`src/hw/rtl/wfg_pkg.sv`:
```
// Shared types, constants and graph helpers for the wait-for graph cycle detector.
package wfg_pkg;

  localparam int NODES   = 8;
  localparam int NODE_W  = (NODES > 1) ? $clog2(NODES) : 1;
  localparam int RND_W   = (NODES > 1) ? $clog2(NODES) : 1;
  localparam int Q_DEPTH = 2;
  localparam int Q_PTR_W = 1;
  localparam int Q_CNT_W = 2;

  typedef logic [NODES-1:0]            row_t;
  typedef logic [NODES-1:0][NODES-1:0] matrix_t;

  typedef enum logic [1:0] {
    OP_ADD   = 2'd0,
    OP_CLEAR = 2'd1,
    OP_NOP   = 2'd2
  } op_kind_t;

  typedef struct packed {
    op_kind_t          kind;
    logic [NODE_W-1:0] row;
    logic [NODE_W-1:0] col;
  } op_t;

  typedef enum logic [1:0] {
    BK_IDLE = 2'd0,
    BK_PEEL = 2'd1,
    BK_HOLD = 2'd2
  } bk_state_t;

  // Apply one graph update to the edge matrix.
  function automatic matrix_t apply_op(input matrix_t rows, input op_t op);
    matrix_t res;
    res = rows;
    for (int u = 0; u < NODES; u++) begin
      if (op.row == NODE_W'(u)) begin
        case (op.kind)
          OP_ADD:   res[u] = rows[u] | (row_t'(1) << op.col);
          OP_CLEAR: res[u] = '0;
          default:  res[u] = rows[u];
        endcase
      end
    end
    return res;
  endfunction

  // One peeling round: drop every live node with no edge into the live set.
  function automatic row_t peel(input matrix_t rows, input row_t alive);
    row_t res;
    for (int u = 0; u < NODES; u++) begin
      res[u] = alive[u] & (|(rows[u] & alive));
    end
    return res;
  endfunction

endpackage

```
`src/hw/rtl/wfg_front.sv`:
```
// Front end: accepts event words and classifies them into graph operations.
module wfg_front (
  input  logic                      in_valid,
  output logic                      in_stall,
  input  logic                      in_cmd,
  input  logic [2:0]                in_waiter,
  input  logic [2:0]                in_owner,
  input  logic                      q_full,
  output logic                      push,
  output wfg_pkg::op_t              push_op
);

  logic waiter_ok;
  logic owner_ok;

  assign waiter_ok = (32'(in_waiter) < wfg_pkg::NODES);
  assign owner_ok  = (32'(in_owner) < wfg_pkg::NODES);

  assign in_stall = q_full;
  assign push     = in_valid && !q_full;

  // out-of-range indices leave the graph alone but still yield a report
  always_comb begin
    push_op.row = wfg_pkg::NODE_W'(in_waiter);
    push_op.col = wfg_pkg::NODE_W'(in_owner);
    if (!waiter_ok) begin
      push_op.kind = wfg_pkg::OP_NOP;
    end else if (in_cmd) begin
      push_op.kind = wfg_pkg::OP_CLEAR;
    end else if (owner_ok) begin
      push_op.kind = wfg_pkg::OP_ADD;
    end else begin
      push_op.kind = wfg_pkg::OP_NOP;
    end
  end

endmodule

```
`src/hw/rtl/wfg_queue.sv`:
```
// Short operation queue between the front end and the graph engine.
module wfg_queue (
  input  logic         clk,
  input  logic         rst_n,
  input  logic         push,
  input  wfg_pkg::op_t push_op,
  input  logic         pop,
  output logic         q_valid,
  output logic         q_full,
  output wfg_pkg::op_t q_op
);

  wfg_pkg::op_t                      mem_r [wfg_pkg::Q_DEPTH];
  logic [wfg_pkg::Q_PTR_W-1:0]       wr_ptr_r, wr_ptr_nxt;
  logic [wfg_pkg::Q_PTR_W-1:0]       rd_ptr_r, rd_ptr_nxt;
  logic [wfg_pkg::Q_CNT_W-1:0]       cnt_r, cnt_nxt;

  assign q_valid = (cnt_r != '0);
  assign q_full  = (cnt_r == wfg_pkg::Q_CNT_W'(wfg_pkg::Q_DEPTH));
  assign q_op    = mem_r[rd_ptr_r];

  always_comb begin
    wr_ptr_nxt = push ? wr_ptr_r + 1'b1 : wr_ptr_r;
    rd_ptr_nxt = pop  ? rd_ptr_r + 1'b1 : rd_ptr_r;
    cnt_nxt    = cnt_r;
    if (push && !pop) begin
      cnt_nxt = cnt_r + 1'b1;
    end else if (pop && !push) begin
      cnt_nxt = cnt_r - 1'b1;
    end
  end

  always_ff @(posedge clk) begin
    if (!rst_n) begin
      wr_ptr_r <= '0;
      rd_ptr_r <= '0;
      cnt_r    <= '0;
    end else begin
      wr_ptr_r <= wr_ptr_nxt;
      rd_ptr_r <= rd_ptr_nxt;
      cnt_r    <= cnt_nxt;
    end
  end

  always_ff @(posedge clk) begin
    if (push) begin
      mem_r[wr_ptr_r] <= push_op;
    end
  end

endmodule

```
`src/hw/rtl/wfg_back.sv`:
```
// Graph engine: holds the edge matrix, applies updates and runs the cycle test.
module wfg_back (
  input  logic         clk,
  input  logic         rst_n,
  input  logic         q_valid,
  input  wfg_pkg::op_t q_op,
  output logic         pop,
  output logic         out_valid,
  input  logic         out_stall,
  output logic         out_cycle_found
);

  wfg_pkg::bk_state_t          state_r, state_nxt;
  wfg_pkg::matrix_t            rows_r, rows_nxt;
  wfg_pkg::row_t               alive_r, alive_nxt, alive_peel;
  logic [wfg_pkg::RND_W-1:0]   cnt_r, cnt_nxt;
  logic                        out_valid_r, out_valid_nxt;
  logic                        out_bit_r, out_bit_nxt;
  logic                        out_free, last_rnd;
  logic                        start, step, load;
  logic                        load_bit;

  assign alive_peel = wfg_pkg::peel(rows_r, alive_r);
  assign out_free   = !out_valid_r || !out_stall;
  assign last_rnd   = (cnt_r == wfg_pkg::RND_W'(wfg_pkg::NODES - 1));

  // next state
  always_comb begin
    state_nxt = state_r;
    case (state_r)
      wfg_pkg::BK_IDLE: if (q_valid) state_nxt = wfg_pkg::BK_PEEL;
      wfg_pkg::BK_PEEL: begin
        if (last_rnd) state_nxt = out_free ? wfg_pkg::BK_IDLE : wfg_pkg::BK_HOLD;
      end
      wfg_pkg::BK_HOLD: if (out_free) state_nxt = wfg_pkg::BK_IDLE;
      default:          state_nxt = wfg_pkg::BK_IDLE;
    endcase
  end

  // state outputs
  always_comb begin
    pop      = 1'b0;
    start    = 1'b0;
    step     = 1'b0;
    load     = 1'b0;
    load_bit = 1'b0;
    case (state_r)
      wfg_pkg::BK_IDLE: begin
        pop   = q_valid;
        start = q_valid;
      end
      wfg_pkg::BK_PEEL: begin
        step     = 1'b1;
        load     = last_rnd && out_free;
        load_bit = |alive_peel;
      end
      wfg_pkg::BK_HOLD: begin
        load     = out_free;
        load_bit = |alive_r;
      end
      default: begin
        pop = 1'b0;
      end
    endcase
  end

  always_comb begin
    rows_nxt      = start ? wfg_pkg::apply_op(rows_r, q_op) : rows_r;
    alive_nxt     = start ? '1 : (step ? alive_peel : alive_r);
    cnt_nxt       = start ? '0 : (step ? cnt_r + 1'b1 : cnt_r);
    out_bit_nxt   = load ? load_bit : out_bit_r;
    out_valid_nxt = load ? 1'b1 : (out_stall ? out_valid_r : 1'b0);
  end

  always_ff @(posedge clk) begin
    if (!rst_n) begin
      state_r     <= wfg_pkg::BK_IDLE;
      rows_r      <= '0;
      out_valid_r <= 1'b0;
      cnt_r       <= '0;
    end else begin
      state_r     <= state_nxt;
      rows_r      <= rows_nxt;
      out_valid_r <= out_valid_nxt;
      cnt_r       <= cnt_nxt;
    end
  end

  always_ff @(posedge clk) begin
    alive_r   <= alive_nxt;
    out_bit_r <= out_bit_nxt;
  end

  assign out_valid       = out_valid_r;
  assign out_cycle_found = out_bit_r;

endmodule

```
`src/hw/rtl/wait_for_graph_cycle_detector.sv`:
```
// Top level of the wait-for graph cycle detector.
//
// Input channel (in_valid / in_stall): one event word per handshake.
//   in_cmd = 0 adds the edge in_waiter -> in_owner, in_cmd = 1 clears every
//   edge leaving in_waiter. An index >= NODES (owner on adds only) voids the event.
// Result channel (out_valid / out_stall): one word per event, in order;
//   out_cycle_found is 1 when the updated graph holds a directed cycle
//   (self-loops included).
// Path of an event: it waits in the queue until the engine takes the word and
//   applies the update; then come NODES peeling rounds of the shared row-AND/OR
//   step, the last of which also loads the output register unless it is stalled.
// The peeling loop in the graph engine works on one event at a time and pops
//   the next event only after the result of the last has been loaded.
// A two-word queue sits between front end and engine, so in_stall rises
//   only when that queue is full.
// Receiver stall: the result word holds in the output register; the engine
//   waits at the end of its test and the queue keeps filling until full.
// Reset (rst_n low, synchronous): edge matrix cleared, queue emptied,
//   no result pending.
module wait_for_graph_cycle_detector (
  input  logic       clk,
  input  logic       rst_n,
  input  logic       in_valid,
  output logic       in_stall,
  input  logic       in_cmd,
  input  logic [2:0] in_waiter,
  input  logic [2:0] in_owner,
  output logic       out_valid,
  input  logic       out_stall,
  output logic       out_cycle_found
);

  logic         push, pop, q_valid, q_full;
  wfg_pkg::op_t push_op, q_op;

  // classify events
  wfg_front u_front (
    .in_valid  (in_valid),
    .in_stall  (in_stall),
    .in_cmd    (in_cmd),
    .in_waiter (in_waiter),
    .in_owner  (in_owner),
    .q_full    (q_full),
    .push      (push),
    .push_op   (push_op)
  );

  // decouple front end from engine
  wfg_queue u_queue (
    .clk     (clk),
    .rst_n   (rst_n),
    .push    (push),
    .push_op (push_op),
    .pop     (pop),
    .q_valid (q_valid),
    .q_full  (q_full),
    .q_op    (q_op)
  );

  // matrix update and sink peeling
  wfg_back u_back (
    .clk             (clk),
    .rst_n           (rst_n),
    .q_valid         (q_valid),
    .q_op            (q_op),
    .pop             (pop),
    .out_valid       (out_valid),
    .out_stall       (out_stall),
    .out_cycle_found (out_cycle_found)
  );

endmodule

```
`config.mk`:
```
export PLATFORM = sky130hd
export DESIGN_NAME = wait_for_graph_cycle_detector
export DESIGN_NICKNAME = d
export VERILOG_FILES = /design/src/hw/rtl/wfg_pkg.sv /design/src/hw/rtl/wfg_front.sv /design/src/hw/rtl/wfg_queue.sv /design/src/hw/rtl/wfg_back.sv /design/src/hw/rtl/wait_for_graph_cycle_detector.sv
export SDC_FILE = /design/constraint.sdc
export NUM_CORES = 1
export LEC_CHECK = 0
export BUFFER_PORTS_ARGS = -buffer_cell sky130_fd_sc_hd__clkbuf_2
export CAP_MARGIN = 25
export CORE_UTILIZATION = 35
export CTS_CLUSTER_DIAMETER = 40
export CTS_CLUSTER_SIZE = 12
export DETAILED_ROUTE_END_ITERATION = 10
export SLEW_MARGIN = 20
export SYNTH_ARGS = -nofsm -noshare
export SYNTH_HDL_FRONTEND = slang
export SYNTH_SLANG_ARGS = --single-unit
```
`constraint.sdc`:
```
create_clock -name clk -period 4 [get_ports clk]
set_input_delay 0.2 -clock clk [delete_from_list [all_inputs] [get_ports clk]]
set_output_delay 0.2 -clock clk [all_outputs]
set_load 0.02 [all_outputs]
```
==> summary.txt, run 1 <==
Run status
  – Outcome: complete, no violations

Cells and area
  – Fillers: between 1,000 and 1,500
  – Final net count: 432
  – Area Growth Syn to Fin: 12.3%
  – Register area: approximately 0.0021 mm²
  – Area of the multi-input gates: between 0.0015 and 0.002 mm²
  – ANT cells: 0
  – Share of cells above drive strength 1: between 10% and 20%

Placement
  – Post-DP HPWL: about 6.3 mm
  – Placer Congestion: between 0.7 and 0.8
  – PortBufs: 13

Floorplanning
  – Core area: between 0.01 and 0.015 mm²
  – IO Count: 14
  – Rows: 38
  – Die X: roughly 110 µm
  – Initial Utilization: 36.6%
  – Die Y: about 110 µm
  – Die area: about 0.012 mm²

Clock network
  – Root buf cell: clkbuf_16
  – CTS tree: done
  – Sink Count: just under 100
  – Htree depth: 3
  – CTS Buffer Depth: 2
  – Clk slew on worst S/H paths: 0.07 ns
  – Post-CTS Resized: 0
  – Post-CTS Setup Inserts: 0
  – Clk_lat worst skew: between 0.3 and 0.4 ns
  – Hold-fix buffers, CTS: 0
  – CTS buffer count: 9

Pwr
  – Leak pwr: ~0.0017 µW
  – VDD IR max: 0.388 mV
  – PD cells: between 600 and 700 mW/mm²
  – Final Power: between 2000 and 3000 µW

Worst setup path
  – Cell family with most CP delay: flip-flops
  – Worst EP arrival: ~2.4 ns
  – CP Cell Sequence: mux2i_1 -> nand2b_1 -> o31ai_4 -> nor2_1
  – Reg2reg path depth: 4
  – CP max stage delay: around 0.7 ns
  – Maximum fanout along the worst path: 15
  – Crit end category: flip-flop
  – Reg2Reg Setup Slack: 1.86 ns
  – Crit-path slowest cell: dfxtp_1
  – Crit path buffers/inverters: 0
  – Crit Path Class: flip-flop to flip-flop
  – CP Capture Point: u_back.rows_r[10]
  – Worst Setup Start Kind: flip-flop
  – Worst path required time: 4.21 ns
  – CP Depth: 4
  – Worst reg2reg path endpoint: u_back.rows_r[10]

Worst hold path
  – HP Class: input port to flip-flop

Synthesis
  – Yosys top cell area share: 40.9%
  – EDFF count, synth: 15
  – Synth warn: 0
  – Seq/Total Area, Yosys: between 50% and 60%
  – Yosys cell types: between 40 and 50
  – Cell Area, Synth: ~0.0041 mm²
  – Most frequent cells after synthesis: dfxtp_1 (83), nor2_1 (73), a21oi_1 (72)
  – Async S/R FF share, synth: 0%
  – Count leader, synth: dfxtp_1
  – Synthesized flop and latch total: around 100
  – Synth area leaders: dfxtp_1 (41%), edfxtp_1 (11%), a21oi_1 (8.9%)
  – Main synth FF type: dfxtp_1
  – Cells after synthesis: ~410
  – Synth area leader: dfxtp_1
  – Synthesized area per cell: 10.0 µm²
  – Net count after synthesis: approximately 420

GRT
  – First-pass GRT wire length: between 15 and 20 mm
  – Total gr overflow: 0
  – Initial antenna violation count: 0
  – GRT Overall Usage: between 10% and 20%
  – Largest net degree at the start of global routing: 18
  – Vias in the first global route: slightly below 3,000

Routing
  – Drt total wl: roughly 9.6 mm
  – DR DRC count: 0
  – 1st-iter DRT viols: 192
  – Final ANT Viol Nets: 0
  – Number of vias per cell: about 5.4
  – Via count: approximately 3,000
  – Wire length per cell: roughly 17 µm
  – Drt pass-1 iters: 5

Job
  – Max-cap violations: 0

Timing
  – Period utilization: between 50% and 60%
  – Tmin final: around 2.1 ns
  – Final setup fails: 0
  – Setup TNS: 0 ns
  – Fin. max-slew vios: 0
  – Fmax: 467 MHz
  – Relative slew slack: slightly below 50%
  – Fin. Hold Viols: 0
  – RSZ-0062 raised after global routing: false
  – Least-Margin Pin Slew: ~0.76 ns
  – Worst Skew: between 0.006 and 0.007 ns
-- where the power goes --
part           total (µW)  switching [µW]  internal (µW)
sequential           1320             213           1110
clock                 931             370            560
combinational         699             462            237
-- registers in the layout, indices dropped and copies added (netlist names), named ones only --
name / flops
u_back.state_r: 2
u_queue.wr_ptr_r: 1
u_queue.rd_ptr_r: 1
u_back.alive_r: 8
u_back.cnt_r: 3
u_queue.cnt_r: 2
u_queue.mem_r: 14
u_back.rows_r: 64
u_back.out_cycle_found: 1
u_back.out_valid: 1
-- area by class of cell --
type	instances	area share, %
multi-input cells	276	39.5
flip-flops and latches	98	46.3
clock inverters	4	1.24
clock buffers	12	6.10
inverters	15	1.24
repair buffers	15	1.76
well taps	140	3.84
-- cell usage in the layout (no fill, tap or decap), types with 4 or more instances in the layout --
| cell | instances |
|---|---|
| nand2_1 | 11 |
| inv_1 | 14 |
| a21oi_1 | 72 |
| clkbuf_2 | 13 |
| clkbuf_16 | 10 |
| dfxtp_1 | 83 |
| o31ai_4 | 8 |
| a41o_1 | 6 |
| nor2_1 | 73 |
| nor2_2 | 8 |
| and2_1 | 6 |
| edfxtp_1 | 15 |
| ha_1 | 6 |
| nor2_4 | 8 |
| mux2i_1 | 5 |
| a22oi_1 | 26 |
| o21ai_0 | 4 |
| nor2b_1 | 4 |
| o211ai_1 | 6 |
-- cells by family after synthesis --
family	synth area share [%]
AOI/OAI and AO/OA	24.4
xor gates and xnor gates	0.863
adders and majority gates	1.85
buffers and inverters	3.64
DFF	52.0
muxes	2.16
and+or+nand+nor	15.1
-- per-layer routing --
layer  part of all wire [%]  global-route usage (%)  vias up  routed length [µm]
met4                    2.4                    6.48        0                 232
li1                       -                       -     1465                   -
met3                    5.9                    2.90       25                 565
met5                      0                       0        -                   0
met2                     47                    28.9      104                4490
met1                     45                    22.5     1457                4300
-- how the worst min path moves through the flow --
stage                       startpoint                   to  slack, ns  depth (start not counted)
after floorplan            in_owner[0]  u_queue.mem_r[0][0]       0.30                          0
after global placement    in_waiter[1]  u_queue.mem_r[1][4]       0.39                          1
after detailed placement  in_waiter[1]  u_queue.mem_r[1][4]       0.39                          1
after CTS                 in_waiter[1]  u_queue.mem_r[0][4]       0.05                          1
after global routing            in_cmd  u_queue.mem_r[0][6]       0.04                          1
final                     in_waiter[1]  u_queue.mem_r[0][4]       0.05                          1
-- metrics by stage --
stage	instances	worst slack [ns]	area [µm²]	hold slack, ns	util (%)
2_1_floorplan	405	2.12	4060	0.299	-
3_3_place_gp	544	1.94	4220	0.392	38.1
3_5_place_dp	544	1.86	4220	0.395	38.1
4_1_cts	560	1.85	4560	0.0452	41.1
5_1_grt	560	1.69	4560	0.0431	41.1
6_report	560	1.86	4560	0.0473	41.1
Power figures use the tool's default switching activity.
==> run 2, diff against run 1 <==
--- a/config.mk
+++ b/config.mk
@@ -5,6 +5,7 @@
 export SDC_FILE = /design/constraint.sdc
 export NUM_CORES = 1
 export LEC_CHECK = 0
+export ABC_AREA = 1
 export BUFFER_PORTS_ARGS = -buffer_cell sky130_fd_sc_hd__clkbuf_2
 export CAP_MARGIN = 25
 export CORE_UTILIZATION = 35
==> constraint.sdc (replaced) <==
create_clock -name clk -period 2.2 [get_ports clk]
set_input_delay 0.11 -clock clk [delete_from_list [all_inputs] [get_ports clk]]
set_output_delay 0.11 -clock clk [all_outputs]
set_load 0.02 [all_outputs]
==> run 2 against run 1 <==
Effect of this change:
- power rose by 93%
- wire length shrank 3.4%
- worst setup slack got worse by 1.6 ns
- fmax up 13%
- largest cell class unchanged
- global-route usage shrank 0.95 points
- clock skew rose by 0.0013 ns
- area after synthesis is 1.8% higher
- largest power group unchanged
- flip-flop and latch count stayed put
- count of clock-buffer cells in the layout increased by 2
- critical endpoint is now u_back.rows_r[12]
- first-iteration DRC count grew 0.52%
==> summary.txt, run 2 <==
Worst setup path
  – Worst EP arrival: 2.17 ns (was 2.35 ns)
  – Crit-path slowest cell: dfxtp_1 (unchanged)
  – Worst Setup Start Kind: flip-flop (unchanged)
  – CP max stage delay: 0.55 ns (was 0.72 ns)
  – Crit end category: flip-flop (unchanged)
  – Worst path required time: 2.47 ns (was 4.21 ns)
  – CP Cell Sequence: inv_2 -> or2_0 -> o21ai_0 -> nand2_1 -> nor2_2 -> a21oi_1 -> nor2_1 (was mux2i_1 -> nand2b_1 -> o31ai_4 -> nor2_1)
  – Crit Path Class: flip-flop to flip-flop (unchanged)
  – Maximum fanout along the worst path: 8 (was 15)

Cells and area
  – Share of cells above drive strength 1: 13.2% (was 14.8%)
  – Top Registers: u_back.rows_r: 64 flops, u_queue.mem_r: 14 flops, u_back.alive_r: 8 flops (unchanged)
  – Most frequent cells in the layout: nand2_1 (134), nor2_1 (91), a21oi_1 (83), dfxtp_1 (83), inv_1 (24) (was dfxtp_1 (83), nor2_1 (73), a21oi_1 (72))
  – Most flop-heavy register: u_back.rows_r (unchanged)
  – Final core occ: 41.5% (was 41.1%)
  – Commonest non-fill, non-tap cell in the layout: nand2_1 (was dfxtp_1)
  – Final net count: 552 (was 432)
  – Max reg flops: 64 (unchanged)
  – ANT cells: 0 (unchanged)
  – Final design area excluding fillers: 0.00476 mm² (was 0.00456 mm²)
  – Area Growth Syn to Fin: 15.2% (was 12.3%)
  – Fillers: 1,101 (was 1,077)

Floorplanning
  – Core area: 0.0115 mm² (was 0.0111 mm²)
  – Rows: 39 (was 38)
  – Die X: 111 µm (was 110 µm)
  – IO Count: 14 (unchanged)
  – Die Y: 111 µm (was 110 µm)
  – Die area: 0.0123 mm² (was 0.0120 mm²)
  – Initial Utilization: 36.1% (was 36.6%)

Synthesis
  – Count leader, synth: nand2_1 (was dfxtp_1)
  – Async S/R FF share, synth: 0% (unchanged)
  – Synth area leader: dfxtp_1 (unchanged)
  – Synth warn: 0 (unchanged)
  – Yosys cell types: 24 (was 42)
  – Synthesized flop and latch total: 98 (unchanged)
  – Yosys top cell area share: 40.2% (was 40.9%)
  – Net count after synthesis: 525 (was 422)
  – Most frequent cells after synthesis: nand2_1 (134), nor2_1 (91), a21oi_1 (83), dfxtp_1 (83), inv_1 (24) (was dfxtp_1 (83), nor2_1 (73), a21oi_1 (72))
  – Cell Area, Synth: 0.00413 mm² (was 0.00406 mm²)
  – EDFF count, synth: 15 (unchanged)
  – Synthesized area per cell: 8.14 µm² (was 10.0 µm²)
  – Seq/Total Area, Yosys: 51.1% (was 52.0%)
  – Cells after synthesis: 508 (was 405)
  – Synth area leaders: dfxtp_1 (40%), nand2_1 (12%), edfxtp_1 (11%) (was dfxtp_1 (41%), edfxtp_1 (11%), a21oi_1 (8.9%))
  – Main synth FF type: dfxtp_1 (unchanged)

GRT
  – Initial antenna violation count: 0 (unchanged)
  – Total gr overflow: 0 (unchanged)
  – First-pass GRT wire length: 15.6 mm (was 15.5 mm)
  – GRT Overall Usage: 16.4% (was 17.4%)
  – Largest net degree at the start of global routing: 16 (was 18)
  – Vias in the first global route: 3,168 (was 2,906)

Routing
  – Drt pass-1 iters: 5 (unchanged)
  – Number of vias per cell: 4.83 (was 5.45)
  – Via count: 3,295 (was 3,051)
  – Wire length per cell: 13.6 µm (was 17.1 µm)
  – Final ANT Viol Nets: 0 (unchanged)
  – Drt total wl: 9.27 mm (was 9.59 mm)
  – 1st-iter DRT viols: 193 (was 192)
  – DR DRC count: 0 (unchanged)

Clock network
  – Htree depth: 3 (unchanged)
  – Sink Count: 98 (unchanged)
  – Clk slew on worst S/H paths: 0.06 ns (was 0.07 ns)
  – Root buf cell: clkbuf_16 (unchanged)
  – CTS buffer count: 9 (unchanged)
  – Clk_lat worst skew: 0.34 ns (about the same)
  – Post-CTS Setup Inserts: 0 (unchanged)
  – CTS tree: done (unchanged)
  – CTS Buffer Depth: 2 (unchanged)

Timing
  – Period utilization: 86.5% (was 53.6%)
  – Tmin final: 1.90 ns (was 2.14 ns)
  – RSZ-0062 raised after global routing: false (unchanged)
  – Final setup fails: 0 (unchanged)
  – Relative slew slack: 57.6% (was 48.1%)
  – Worst Skew: 0.00818 ns (was 0.00689 ns)
  – Least-Margin Pin Slew: 0.633 ns (was 0.762 ns)
  – Setup TNS: 0 ns (unchanged)
  – Fin. Hold Viols: 0 (unchanged)
  – Final hold slack: 0.0610 ns (was 0.0473 ns)
  – Fin. max-slew vios: 0 (unchanged)
  – Fmax: 525 MHz (was 467 MHz)

Pwr
  – Final Power: 5680 µW (was 2950 µW)
  – Leak pwr: 0.00194 µW (was 0.00165 µW)
  – Combinational share of power: 30.1% (was 23.7%)
  – Clock power frac: 27.4% (was 31.5%)
  – PD cells: 1190 mW/mm² (was 648 mW/mm²)
  – Sequential power share: 42.6% (was 44.8%)
  – VDD IR max: 0.675 mV (was 0.388 mV)
  – Switching pwr: 2200 µW (was 1040 µW)
  – Sw Share: 38.6% (was 35.4%)
  – Internal Power: 3490 µW (was 1910 µW)

Worst hold path
  – Hold Startpoint: out_stall (was in_waiter[1])
  – HP Class: input port to flip-flop (unchanged)

Placement
  – Placer Congestion: 0.749 (was 0.782)
  – PortBufs: 13 (unchanged)
  – Post-DP HPWL: 6.34 mm (was 6.32 mm)
  – Area post-placement: 0.00439 mm² (was 0.00422 mm²)

Run status
  – Outcome: complete, no violations (unchanged)

Job
  – Max-cap violations: 0 (unchanged)
[run 2: cell types whose count changed in the layout (fill, tap and decap cells not counted), moves of 7 or more]
| cell | change |
|---|---|
| a21oi_1 | +11 |
| a22oi_1 | -26 |
| buf_4 | +7 |
| dlygate4sd3_1 | +7 |
| inv_1 | +10 |
| nand2_1 | +123 |
| nor2_1 | +18 |
| o21ai_0 | +7 |
[run 2: per-stage QoR]
step,setup WS [ns],cells
3_3_place_gp,0.337,660
2_1_floorplan,0.562,508
3_5_place_dp,0.258,660
4_1_cts,0.264,682
6_report,0.296,682
5_1_grt,0.0362,682
[run 2: repair_timing]
action	in CTS	in global routing
hold buffers	7	0
endpoints found under the hold margin	14	0
resized for setup	0	0
[run 2: worst paths after layout]
check,end,slack [ns],cells past startpoint
worst min register to register,flip-flop,0.45,1
worst min-delay path,u_back.out_valid,0.06,3
worst max register to register,u_back.rows_r[12],0.30,7
worst max-delay path,u_back.rows_r[12],0.30,7
[run 2: layout make-up]
| class | instances | area (µm²) | share of cell area (%) |
|---|---|---|---|
| Clock buffer | 14 | 297 | 6.23 |
| Sequential cell | 98 | 2110 | 44.4 |
| Inverter | 27 | 101 | 2.13 |
| Timing Repair Buffer | 29 | 203 | 4.26 |
| Tap cell | 143 | 179 | 3.76 |
| Clock inverter | 1 | 5.00 | 0.105 |
| Multi-Input combinational cell | 370 | 1860 | 39.2 |
[run 2: critical path, delay by kind of cell (launching register included)]
family                 cells  cell delay, ns
DFF                        1            0.55
buffers and inverters      1            0.11
and+or+nand+nor            4            0.90
AOI/OAI and AO/OA          2            0.28
[run 2: logic make-up (layout without fill, tap and decap cells)]
| group | count (synthesis) | count (layout) | share of synthesized area, % |
|---|---|---|---|
| and+or+nand+nor | 256 | 256 | 26.4 |
| AOI/OAI and AO/OA | 106 | 106 | 16.1 |
| DFF | 98 | 98 | 51.1 |
| buffers and inverters | 40 | 71 | 3.81 |
| adders and majority gates | 6 | 6 | 1.82 |
| xor gates and xnor gates | 1 | 1 | 0.212 |
| muxes | 1 | 1 | 0.545 |
[run 2: metal layers]
metal	global-route usage, %	vias up	routed length (µm)
met5	0	-	0
met4	6.67	0	36
met3	3.50	2	506
met2	26.6	66	4390
met1	21.3	1526	4330
li1	-	1701	-
[run 2: power by group through the flow]
| stage | Clock, µW | Combinational (µW) | Sequential [µW] |
|---|---|---|---|
| final | 1560 | 1710 | 2420 |
| after global placement | 0 | 1670 | 2450 |
| after detailed placement | 0 | 1700 | 2460 |
| after global routing | 1680 | 1900 | 2460 |
| after floorplan | 0 | 1420 | 2170 |
| after CTS | 1610 | 1720 | 2420 |
==> run 3, diff against run 2 <==
--- a/config.mk
+++ b/config.mk
@@ -8,7 +8,7 @@
 export ABC_AREA = 1
 export BUFFER_PORTS_ARGS = -buffer_cell sky130_fd_sc_hd__clkbuf_2
 export CAP_MARGIN = 25
-export CORE_UTILIZATION = 35
+export CORE_UTILIZATION = 45
 export CTS_CLUSTER_DIAMETER = 40
 export CTS_CLUSTER_SIZE = 12
 export DETAILED_ROUTE_END_ITERATION = 10
==> constraint.sdc (replaced) <==
create_clock -name clk -period 2.4 [get_ports clk]
set_input_delay 0.12 -clock clk [delete_from_list [all_inputs] [get_ports clk]]
set_output_delay 0.12 -clock clk [all_outputs]
set_load 0.1 [all_outputs]
==> run 3 against run 2 <==
Effect of this change:
- critical path type unchanged
- via count fell by 1.0%
- count of clock-buffer cells in the layout fell by 5
- non-clock buffer count fell by 2
- critical endpoint is now u_back.rows_r[30]
==> summary.txt, run 3 (same netlist as run 2, synthesis figures left out) <==
Pwr
  – Sequential power share: 44.5% (was 42.6%)
  – Final Power: 4970 µW (was 5680 µW)
  – Leak pwr: 0.00189 µW (was 0.00194 µW)
  – Clock power frac: 23.4% (was 27.4%)
  – VDD IR max: 0.713 mV (was 0.675 mV)
  – PD cells: 1080 mW/mm² (was 1190 mW/mm²)
  – Internal Power: 2920 µW (was 3490 µW)
  – Switching pwr: 2050 µW (was 2200 µW)
  – Sw Share: 41.3% (was 38.6%)
  – Combinational share of power: 32.2% (was 30.1%)

Worst setup path
  – Maximum fanout along the worst path: 8 (unchanged)
  – Cell family with most CP delay: compound AO/OA/AOI/OAI gates (was simple AND/OR/NAND/NOR gates)
  – CP most frequent cell: inv_1
  – Worst Setup SP: u_back.state_r[0]
  – CP max stage delay: 0.62 ns (was 0.55 ns)
  – Worst EP arrival: 2.20 ns (was 2.17 ns)
  – Crit Path Class: flip-flop to flip-flop (unchanged)
  – Crit path buffers/inverters: 2 (was 1)
  – Crit-path slowest cell: o31ai_2 (was dfxtp_1)
  – Reg2Reg Launch Point: u_back.state_r[0]
  – Worst Setup Start Kind: flip-flop (unchanged)
  – CP Cell Sequence: inv_1 -> ha_1 -> o21ai_0 -> inv_1 -> nand2_4 -> o31ai_2 -> nor2_1 (was inv_2 -> or2_0 -> o21ai_0 -> nand2_1 -> nor2_2 -> a21oi_1 -> nor2_1)
  – Crit end category: flip-flop (unchanged)
  – Worst path required time: 2.63 ns (was 2.47 ns)

Cells and area
  – Top Registers: u_back.rows_r: 64 flops, u_queue.mem_r: 14 flops, u_back.alive_r: 8 flops (unchanged)
  – Area Growth Syn to Fin: 11.7% (was 15.2%)
  – Share of cells above drive strength 1: 13.2% (about the same)
  – Most frequent cells in the layout: nand2_1 (134), nor2_1 (91), a21oi_1 (83), dfxtp_1 (83), inv_1 (24) (unchanged)
  – ANT cells: 0 (unchanged)
  – Final design area excluding fillers: 0.00462 mm² (was 0.00476 mm²)
  – Most flop-heavy register: u_back.rows_r (unchanged)
  – Final net count: 550 (was 552)
  – Commonest non-fill, non-tap cell in the layout: nand2_1 (unchanged)
  – Final Non-Filler Cells: 646 (was 682)
  – Max reg flops: 64 (unchanged)

Run status
  – Outcome: complete, no violations (unchanged)

GRT
  – Initial antenna violation count: 0 (unchanged)
  – Total gr overflow: 0 (unchanged)
  – GRT Overall Usage: 21.4% (was 16.4%)
  – First-pass GRT wire length: 15.7 mm (was 15.6 mm)
  – Largest net degree at the start of global routing: 17 (was 16)
  – Vias in the first global route: 3,133 (was 3,168)

Clock network
  – Clk_lat worst skew: 0.36 ns (was 0.34 ns)
  – Sink Count: 98 (unchanged)
  – CTS Buffer Depth: 2 (unchanged)
  – CTS buffer count: 9 (unchanged)
  – Htree depth: 3 (unchanged)
  – Clk slew on worst S/H paths: 0.09 ns (was 0.06 ns)
  – Root buf cell: clkbuf_8 (was clkbuf_16)
  – Post-CTS Resized: 0 (unchanged)
  – CTS tree: done (unchanged)

Placement
  – Post-DP HPWL: 6.37 mm (was 6.34 mm)
  – Area post-placement: 0.00433 mm² (was 0.00439 mm²)
  – PortBufs: 13 (unchanged)
  – Placed cell count: 623 (was 660)
  – Placer Congestion: 0.793 (was 0.749)

Routing
  – Number of vias per cell: 5.05 (was 4.83)
  – Drt pass-1 iters: 4 (was 5)
  – DR DRC count: 0 (unchanged)
  – Via count: 3,262 (was 3,295)
  – Drt total wl: 9.44 mm (was 9.27 mm)
  – Final ANT Viol Nets: 0 (unchanged)
  – 1st-iter DRT viols: 135 (was 193)
  – Wire length per cell: 14.6 µm (was 13.6 µm)

Floorplanning
  – Die X: 97.8 µm (was 111 µm)
  – Rows: 34 (was 39)
  – Core area: 0.00881 mm² (was 0.0115 mm²)
  – IO Count: 14 (unchanged)
  – Initial Utilization: 46.9% (was 36.1%)
  – Die Y: 97.8 µm (was 111 µm)
  – Die area: 0.00957 mm² (was 0.0123 mm²)

Timing
  – Setup TNS: 0 ns (unchanged)
  – Tmin final: 1.97 ns (was 1.90 ns)
  – Worst Skew: 0.00822 ns (was 0.00818 ns)
  – Fin. Hold Viols: 0 (unchanged)
  – RSZ-0062 raised after global routing: false (unchanged)
  – Final hold slack: 0.0270 ns (was 0.0610 ns)
  – Relative slew slack: 55.8% (was 57.6%)
  – Fin. max-slew vios: 0 (unchanged)
  – Fmax: 508 MHz (was 525 MHz)
  – Period utilization: 82.0% (was 86.5%)
  – Least-Margin Pin Slew: 0.648 ns (was 0.633 ns)
  – Final setup fails: 0 (unchanged)

Worst hold path
  – HP Class: input port to flip-flop (unchanged)
  – Hold Startpoint: out_stall (unchanged)

Job
  – Max-cap violations: 0 (unchanged)
==> run 3: cell count changes in the layout (fill, tap and decap cells not counted) <==
cell        delta
clkbuf_16     -11
clkbuf_8       +8
buf_4          -2
bufinv_16      +2
clkbuf_1       -2
clkinvlp_2     +2
inv_6          +2
clkinv_1       +1
clkinv_2       -1
==> run 3: worst paths after layout <==
check | to | slack, ns | cells past startpoint
min reg2reg | u_queue.rd_ptr_r | 0.46 | 1
max reg2reg | u_back.rows_r[30] | 0.43 | 7
min | u_back.out_valid | 0.03 | 3
max | u_back.rows_r[30] | 0.43 | 7
==> run 3: cell type report <==
class                   count  area (µm²)
clock buffers               9         124
clock inverters             7        91.3
fillers                   844        4190
inverters                  27         101
multi-input cells         370        1860
flip-flops and latches     98        2110
well taps                 108         135
repair buffers             27         188
==> run 3: worst min-delay path, stage by stage <==
cell and delay, ns:
clkbuf_2 0.08, nand2_1 0.08, a21oi_1 0.07
==> run 3: repair_timing <==
item	CTS	global route
hold buffers	7	0
hold endpoints to repair	14	0
buffers inserted	0	0
==> run 3: power by group through the flow <==
stage	Sequential, µW	Clock, µW	Combinational, µW
2_1_floorplan	1990	0	1340
6_report	2210	1160	1600
3_5_place_dp	2250	0	1590
5_1_grt	2250	1250	1770
4_1_cts	2200	1190	1600
3_3_place_gp	2240	0	1560
==> run 3: stage by stage <==
stage	utilization [%]	setup slack (ns)
2_1_floorplan	-	0.658
3_3_place_gp	49.2	0.490
3_5_place_dp	49.2	0.445
4_1_cts	52.4	0.419
5_1_grt	52.4	0.219
6_report	52.4	0.433
==> run 3: layer usage <==
metal  global-route usage (%)  routed length (µm)  vias up
met4                     6.41                 169        0
met3                     3.65                 467       13
met5                        0                   0        -
met2                     36.9                4490       59
met1                     27.4                4310     1495
li1                         -                   -     1695
